$ cat config.mk
export PLATFORM = sky130hd
export DESIGN_NAME = i2c_slave_receive_sequencer_core
export DESIGN_NICKNAME = d
export VERILOG_FILES = /design/src/design/i2csrs_pkg.sv /design/src/design/i2c_slave_receive_sequencer_core.sv /design/src/design/i2csrs_step.sv
export SDC_FILE = /design/constraint.sdc
export NUM_CORES = 1
export LEC_CHECK = 0
export ABC_AREA = 1
export CAP_MARGIN = 30
export CORE_UTILIZATION = 57
export DETAILED_ROUTE_END_ITERATION = 8
export DONT_BUFFER_PORTS = 1
export PLACE_DENSITY = 0.86
export REMOVE_ABC_BUFFERS = 1
export SYNTH_ARGS = -nofsm -noshare
export SYNTH_HDL_FRONTEND = slang
export SYNTH_HIERARCHICAL = 1
export SYNTH_SLANG_ARGS = --single-unit
$ cat constraint.sdc
create_clock -name aclk -period 2.3 [get_ports aclk]
set_input_delay 0.46 -clock aclk [delete_from_list [all_inputs] [get_ports aclk]]
set_output_delay 0.46 -clock aclk [all_outputs]
set_load 0.01 [all_outputs]
$ cat src/design/i2csrs_pkg.sv
package i2csrs_pkg;

    localparam logic MODE_START    = 1'b0;
    localparam logic MODE_OVERFLOW = 1'b1;

    localparam logic [1:0] PH_CHECK_ADDRESS = 2'd0;
    localparam logic [1:0] PH_ACK_THEN_READ = 2'd1;
    localparam logic [1:0] PH_GET_DATA      = 2'd2;
    localparam logic [1:0] PH_ACK_FOR_READ  = 2'd3;

    localparam int ADDR_W  = 7;
    localparam int BYTE_W  = 8;
    localparam int INDEX_W = 4;

    localparam logic [BYTE_W-1:0] GENERAL_CALL = 8'h00;
    localparam logic [BYTE_W-1:0] ACK_BIT      = 8'h00;

    typedef struct packed {
        logic               listening;
        logic               drive_sda;
        logic               load_valid;
        logic [BYTE_W-1:0]  load_value;
        logic               one_bit_phase;
        logic               stored;
        logic [INDEX_W-1:0] stored_index;
        logic [BYTE_W-1:0]  stored_value;
        logic               dropped;
    } result_t;

endpackage

$ cat src/design/i2c_slave_receive_sequencer_core.sv
// Byte-level I2C slave receive sequencer. Each input item is a bus event: a
// start condition (mode 0, sda_high set when it was really a stop) or a shift
// counter overflow (mode 1) carrying the shifted byte. Every item yields one
// result item telling the bus front end whether to keep listening, whether to
// drive SDA, what to load into the shift register and whether the next
// overflow follows one bit (ACK) or eight. Address bytes, and data bytes of a
// write, are reported through stored/stored_index/stored_value; bytes beyond
// BUFFER_DEPTH raise dropped instead. The block takes one item per cycle
// while m_ready does not hold it back, set by a single input register feeding
// a single result register. An accepted item waits in the input register, and
// its result then waits in the result register on the m_ ports until m_ready
// takes it. Write own_address on the cfg channel only while no item is in flight.
module i2c_slave_receive_sequencer_core import i2csrs_pkg::*; #(
    parameter int BUFFER_DEPTH = 16
) (
    input  logic                aclk,
    input  logic                aresetn,

    input  logic                cfg_valid,
    output logic                cfg_ready,
    input  logic [ADDR_W-1:0]   cfg_data,

    input  logic                s_valid,
    output logic                s_ready,
    input  logic                s_mode,
    input  logic [BYTE_W-1:0]   s_shift_byte,
    input  logic                s_sda_high,

    output logic                m_valid,
    input  logic                m_ready,
    output logic                m_listening,
    output logic                m_drive_sda,
    output logic                m_load_valid,
    output logic [BYTE_W-1:0]   m_load_value,
    output logic                m_one_bit_phase,
    output logic                m_stored,
    output logic [INDEX_W-1:0]  m_stored_index,
    output logic [BYTE_W-1:0]   m_stored_value,
    output logic                m_dropped
);

    localparam int WP_W = $clog2(BUFFER_DEPTH + 1);
    localparam logic [WP_W-1:0] DEPTH_VAL = WP_W'(BUFFER_DEPTH);

    logic [ADDR_W-1:0] own_address_reg;

    logic              in_valid_reg;
    logic              in_mode_reg;
    logic [BYTE_W-1:0] in_byte_reg;
    logic              in_sda_reg;

    logic [1:0]        phase_reg;
    logic [1:0]        phase_next;
    logic              enabled_reg;
    logic              enabled_next;
    logic [WP_W-1:0]   wp_reg;
    logic [WP_W-1:0]   wp_next;

    logic              out_valid_reg;
    result_t           out_reg;
    result_t           result;

    logic              advance;

    assign cfg_ready = 1'b1;
    assign advance   = in_valid_reg && (!out_valid_reg || m_ready);
    assign s_ready   = !in_valid_reg || advance;

    i2csrs_step #(
        .BUFFER_DEPTH (BUFFER_DEPTH),
        .WP_W         (WP_W)
    ) u_step (
        .mode                  (in_mode_reg),
        .shift_byte            (in_byte_reg),
        .sda_high              (in_sda_reg),
        .own_address           (own_address_reg),
        .phase                 (phase_reg),
        .overflow_enabled      (enabled_reg),
        .write_position        (wp_reg),
        .phase_next            (phase_next),
        .overflow_enabled_next (enabled_next),
        .write_position_next   (wp_next),
        .result                (result)
    );

    always_ff @(posedge aclk) begin
        if (!aresetn) begin
            own_address_reg <= '0;
        end else if (cfg_valid && cfg_ready) begin
            own_address_reg <= cfg_data;
        end
    end

    always_ff @(posedge aclk) begin
        if (!aresetn) begin
            in_valid_reg <= 1'b0;
        end else if (s_valid && s_ready) begin
            in_valid_reg <= 1'b1;
        end else if (advance) begin
            in_valid_reg <= 1'b0;
        end
    end

    always_ff @(posedge aclk) begin
        if (s_valid && s_ready) begin
            in_mode_reg <= s_mode;
            in_byte_reg <= s_shift_byte;
            in_sda_reg  <= s_sda_high;
        end
    end

    always_ff @(posedge aclk) begin
        if (!aresetn) begin
            phase_reg   <= PH_CHECK_ADDRESS;
            enabled_reg <= 1'b0;
            wp_reg      <= '0;
        end else if (advance) begin
            phase_reg   <= phase_next;
            enabled_reg <= enabled_next;
            wp_reg      <= wp_next;
        end
    end

    always_ff @(posedge aclk) begin
        if (!aresetn) begin
            out_valid_reg <= 1'b0;
        end else if (advance) begin
            out_valid_reg <= 1'b1;
        end else if (m_ready) begin
            out_valid_reg <= 1'b0;
        end
    end

    always_ff @(posedge aclk) begin
        if (advance) begin
            out_reg <= result;
        end
    end

    assign m_valid         = out_valid_reg;
    assign m_listening     = out_reg.listening;
    assign m_drive_sda     = out_reg.drive_sda;
    assign m_load_valid    = out_reg.load_valid;
    assign m_load_value    = out_reg.load_value;
    assign m_one_bit_phase = out_reg.one_bit_phase;
    assign m_stored        = out_reg.stored;
    assign m_stored_index  = out_reg.stored_index;
    assign m_stored_value  = out_reg.stored_value;
    assign m_dropped       = out_reg.dropped;

    assert property (@(posedge aclk) disable iff (!aresetn)
        wp_reg <= DEPTH_VAL)
        else $error("write position past buffer depth");

    assert property (@(posedge aclk) disable iff (!aresetn)
        m_valid |-> !(m_stored && m_dropped))
        else $error("byte both stored and dropped");

    assert property (@(posedge aclk) disable iff (!aresetn)
        m_valid && m_drive_sda |-> m_load_valid && m_one_bit_phase && m_listening)
        else $error("ack drive without one-bit load");

    assert property (@(posedge aclk) disable iff (!aresetn)
        advance && in_mode_reg == MODE_START |=>
            wp_reg == '0 && phase_reg == PH_CHECK_ADDRESS &&
            enabled_reg == !$past(in_sda_reg))
        else $error("start did not rearm sequencer");

    assert property (@(posedge aclk) disable iff (!aresetn)
        advance && !enabled_reg && in_mode_reg == MODE_OVERFLOW |=>
            $stable(phase_reg) && $stable(wp_reg) && !enabled_reg)
        else $error("ignored overflow changed state");

endmodule

$ cat src/design/i2csrs_step.sv
module i2csrs_step import i2csrs_pkg::*; #(
    parameter int BUFFER_DEPTH = 16,
    parameter int WP_W         = 5
) (
    input  logic              mode,
    input  logic [BYTE_W-1:0] shift_byte,
    input  logic              sda_high,
    input  logic [ADDR_W-1:0] own_address,
    input  logic [1:0]        phase,
    input  logic              overflow_enabled,
    input  logic [WP_W-1:0]   write_position,
    output logic [1:0]        phase_next,
    output logic              overflow_enabled_next,
    output logic [WP_W-1:0]   write_position_next,
    output result_t           result
);

    localparam logic [WP_W-1:0] DEPTH_VAL = WP_W'(BUFFER_DEPTH);

    logic do_put;
    logic do_ack;
    logic addr_match;

    assign addr_match = (shift_byte == GENERAL_CALL) ||
                        (shift_byte[BYTE_W-1:1] == own_address);

    always_comb begin
        result                = '0;
        phase_next            = phase;
        overflow_enabled_next = overflow_enabled;
        write_position_next   = write_position;
        do_put                = 1'b0;
        do_ack                = 1'b0;

        if (mode == MODE_START) begin
            phase_next            = PH_CHECK_ADDRESS;
            write_position_next   = '0;
            overflow_enabled_next = !sda_high;
            result.listening      = !sda_high;
        end else if (overflow_enabled) begin
            unique case (phase)
                PH_CHECK_ADDRESS: begin
                    if (addr_match) begin
                        do_put     = 1'b1;
                        do_ack     = 1'b1;
                        phase_next = shift_byte[0] ? PH_ACK_FOR_READ : PH_ACK_THEN_READ;
                    end else begin
                        overflow_enabled_next = 1'b0;
                    end
                end
                PH_ACK_FOR_READ: begin
                    overflow_enabled_next = 1'b0;
                    phase_next            = PH_CHECK_ADDRESS;
                end
                PH_ACK_THEN_READ: begin
                    phase_next       = PH_GET_DATA;
                    result.listening = 1'b1;
                end
                PH_GET_DATA: begin
                    do_put     = 1'b1;
                    do_ack     = 1'b1;
                    phase_next = PH_ACK_THEN_READ;
                end
                default: begin
                    phase_next = PH_CHECK_ADDRESS;
                end
            endcase
        end

        if (do_put) begin
            if (write_position < DEPTH_VAL) begin
                result.stored       = 1'b1;
                result.stored_index = INDEX_W'(write_position);
                result.stored_value = shift_byte;
                write_position_next = write_position + 1'b1;
            end else begin
                result.dropped = 1'b1;
            end
        end

        if (do_ack) begin
            result.listening     = 1'b1;
            result.drive_sda     = 1'b1;
            result.load_valid    = 1'b1;
            result.load_value    = ACK_BIT;
            result.one_bit_phase = 1'b1;
        end
    end

endmodule
==> qor.yml <==
startpoint_type: "flop"
p_leak_nw: 1.02
critPathCaptureType: "flop"
final_core_utilization_pct: 61.4
postCtsSetupRepairBufs: 0
postSynthAreaPerCell_um2: 9.58
combinationalPowerShare_pct: 7.8
grt_usage_pct: 19.1
final_hold_viol_count: 0
power.density_nw_per_um2: 699
areaGrowthSynthToFinish_pct: 1.01
hp-class: "in -> reg"
number_of_global_route_vias_before_repair: 1432
maxSlewViolCount: 0
dr_total_vias: 1571
ctsHtreeMaxLevel: 2
detail_route.drc_violations: 0
fp.dieW_um: 68.0
antenna_violations_before_repair: 0
dp.cells: 297
port_buffers: 0
crit_path_required_time_ns: 2.55
syn-cell-area_um2: 2480
worst-path-max-fanout: 17
fp.coreArea_um2: 4090
finalCritPeriodShare_pct: 75.7
drtPass1Iterations: 4
top_level_ports: 51
tritoncts: "yes"
cts-buffers-inserted: 5
detailedRoute.firstIterationViolations: 82
pwr-share-seq_pct: 63.7
final_nets: 277
hold_buffers: 0
antenna_left: 0
portion_of_the_post_synthesis_area_used_by_sequential_elements_pct: 57.3
clock_tree.buffer_depth: 2
max_cap_viol_count: 0
timing.clock.skew_ns: 0.00365
clock_sinks: 53
gp_congestion: 0.862
grt_setup_unrepaired: "no"
wire_per_inst_um: 12.7
yosysUniqueCellTypes: 27
layout.cells.most_common: "nand2_1"
max_freq_mhz: 575
relSlewSlack_pct: 64.5
synth_top_area_share_pct: 43.5
met3_usage_pct: 4.67
finalSetupViolCount: 0
yosys.area.top_type: "edfxtp_1"
p_int_mw: 1.33
clock_latency_ns: 0.30
fill_cells: 346
placed_area_um2: 2420
run_status: "finished, final reports clean"
globalRoute.totalOverflow: 0
cts_root_buffer: "clkbuf_8"
critical_path_class: "reg -> reg"
layout-drive-gt1-share_pct: 9.80
floorplan.rows: 23
grt_pass1_wl_um: 6320
ys_top_cells_by_area: "edfxtp_1 (44%), dfxtp_1 (14%), nand2_1 (7.6%)"
switching_power_uw: 424
synth_seq_cells: 53
timing_worst_slew_pin_value_ns: 0.533
leading_cell_types_in_the_layout_fill_and_taps_excluded: "nand2_1 (50), nor2_1 (36), edfxtp_1 (36)"
met1_usage_pct: 21.6
floorplan.initialDensity_pct: 60.7
totalWireLength_um: 3860
route.detailed.vias_per_inst: 5.15
seqCellArea_um2: 1420
synth.yosys.warnings: 6
peakVddDrop_v: 0.000474
grt_util_met2_pct: 34.3
post-layout-total-power_mw: 1.75
busiest_layer: "met2"
postSynthCellCount: 259
fin_tns_setup_ns: 0
finalInstanceArea_um2: 2510
post-route-min-period_ns: 1.74
clk_pin_slew_worst_paths_ns: 0.09
chipHeight_um: 68.0
cp.arrival_ns: 1.99
switching_share_pct: 24.2
multiInputGateArea_um2: 818
largest_net_degree_at_the_start_of_global_routing: 27
clock_power_share_pct: 28.6
finish.cell_count_without_fillers: 305
die-area_um2: 4620
detailed_place_hpwl_um: 2890
diodes: 0
ctsResizeCount: 0
power groups by stage:
| stage | Combinational (mW) | Sequential (mW) | Clock, mW |
|---|---|---|---|
| finish | 0.136 | 1.12 | 0.501 |
| detailed placement | 0.136 | 1.14 | 0 |
| floorplan | 0.109 | 1.13 | 0 |
| global route | 0.158 | 1.13 | 0.551 |
| global placement | 0.131 | 1.14 | 0 |
| CTS | 0.137 | 1.12 | 0.520 |
through the flow:
stage	hold slack [ns]	setup WS, ns
after floorplan	0.468	-0.113
after global placement	0.485	0.637
after detailed placement	0.497	0.582
after CTS	0.233	0.557
after global routing	0.227	0.348
final	0.246	0.559
metal layers:
metal,vias to the layer above,part of all wire [%]
li1,810,-
met1,704,44
met2,52,51
met3,5,4.1
met4,0,1.8
met5,-,0
cell usage after synthesis:
library cell / n
conb_1: 2
dfxtp_1: 17
ha_1: 1
buf_4: 13
buf_12: 1
clkbuf_8: 1
nand2_1: 50
inv_1: 26
nand2_2: 2
buf_2: 2
buf_6: 2
o21ai_1: 1
nor2_2: 2
inv_2: 1
a21oi_1: 13
clkbuf_1: 2
nor2_4: 6
or2_2: 1
nand3_2: 1
edfxtp_1: 36
nand3_4: 2
xor2_1: 1
nand3_1: 18
nand4_1: 6
nor2_1: 36
o21ai_0: 12
xnor2_1: 4
path summary, 6_finish.rpt:
kind | from | end | slack, ns | depth (start not counted)
max | in_byte_reg[4]$_DFFE_PP_ | enabled_reg$_SDFFE_PN0P_ | 0.56 | 13
max reg2reg | in_byte_reg[4]$_DFFE_PP_ | enabled_reg$_SDFFE_PN0P_ | 0.56 | 13
min | s_shift_byte[0] | in_byte_reg[0]$_DFFE_PP_ | 0.25 | 0
min reg2reg | in_valid_reg$_SDFFE_PN0P_ | m_valid$_SDFFE_PN0P_ | 0.51 | 2
kinds of logic after synthesis:
family | Yosys count | share of synthesized area [%]
simple gates | 124 | 23.9
flops | 53 | 57.3
buf+inv | 48 | 11.0
compound gates | 26 | 5.24
xor+xnor | 5 | 1.76
other cells | 2 | 0.303
fa+ha+maj | 1 | 0.504
cell type report:
| type | instances | share of cell area [%] |
|---|---|---|
| clock inverters | 3 | 0.798 |
| repair buffers | 2 | 0.599 |
| well taps | 50 | 2.50 |
| multi-input cells | 165 | 32.6 |
| inverters | 27 | 4.04 |
| clock buffers | 5 | 2.74 |
| flip-flops and latches | 53 | 56.7 |
critical path: stages (launching register included):
cell	delay (ns)
edfxtp_1	0.44
inv_1	0.08
nand2_1	0.05
nand2_1	0.06
nand2_1	0.07
nor2_2	0.11
nand2_2	0.08
nand3_4	0.10
nand3_4	0.27
nand3_1	0.17
inv_1	0.05
nand3_1	0.08
nand2_1	0.06
nor2_1	0.07
(Power assumes the default switching activity.)
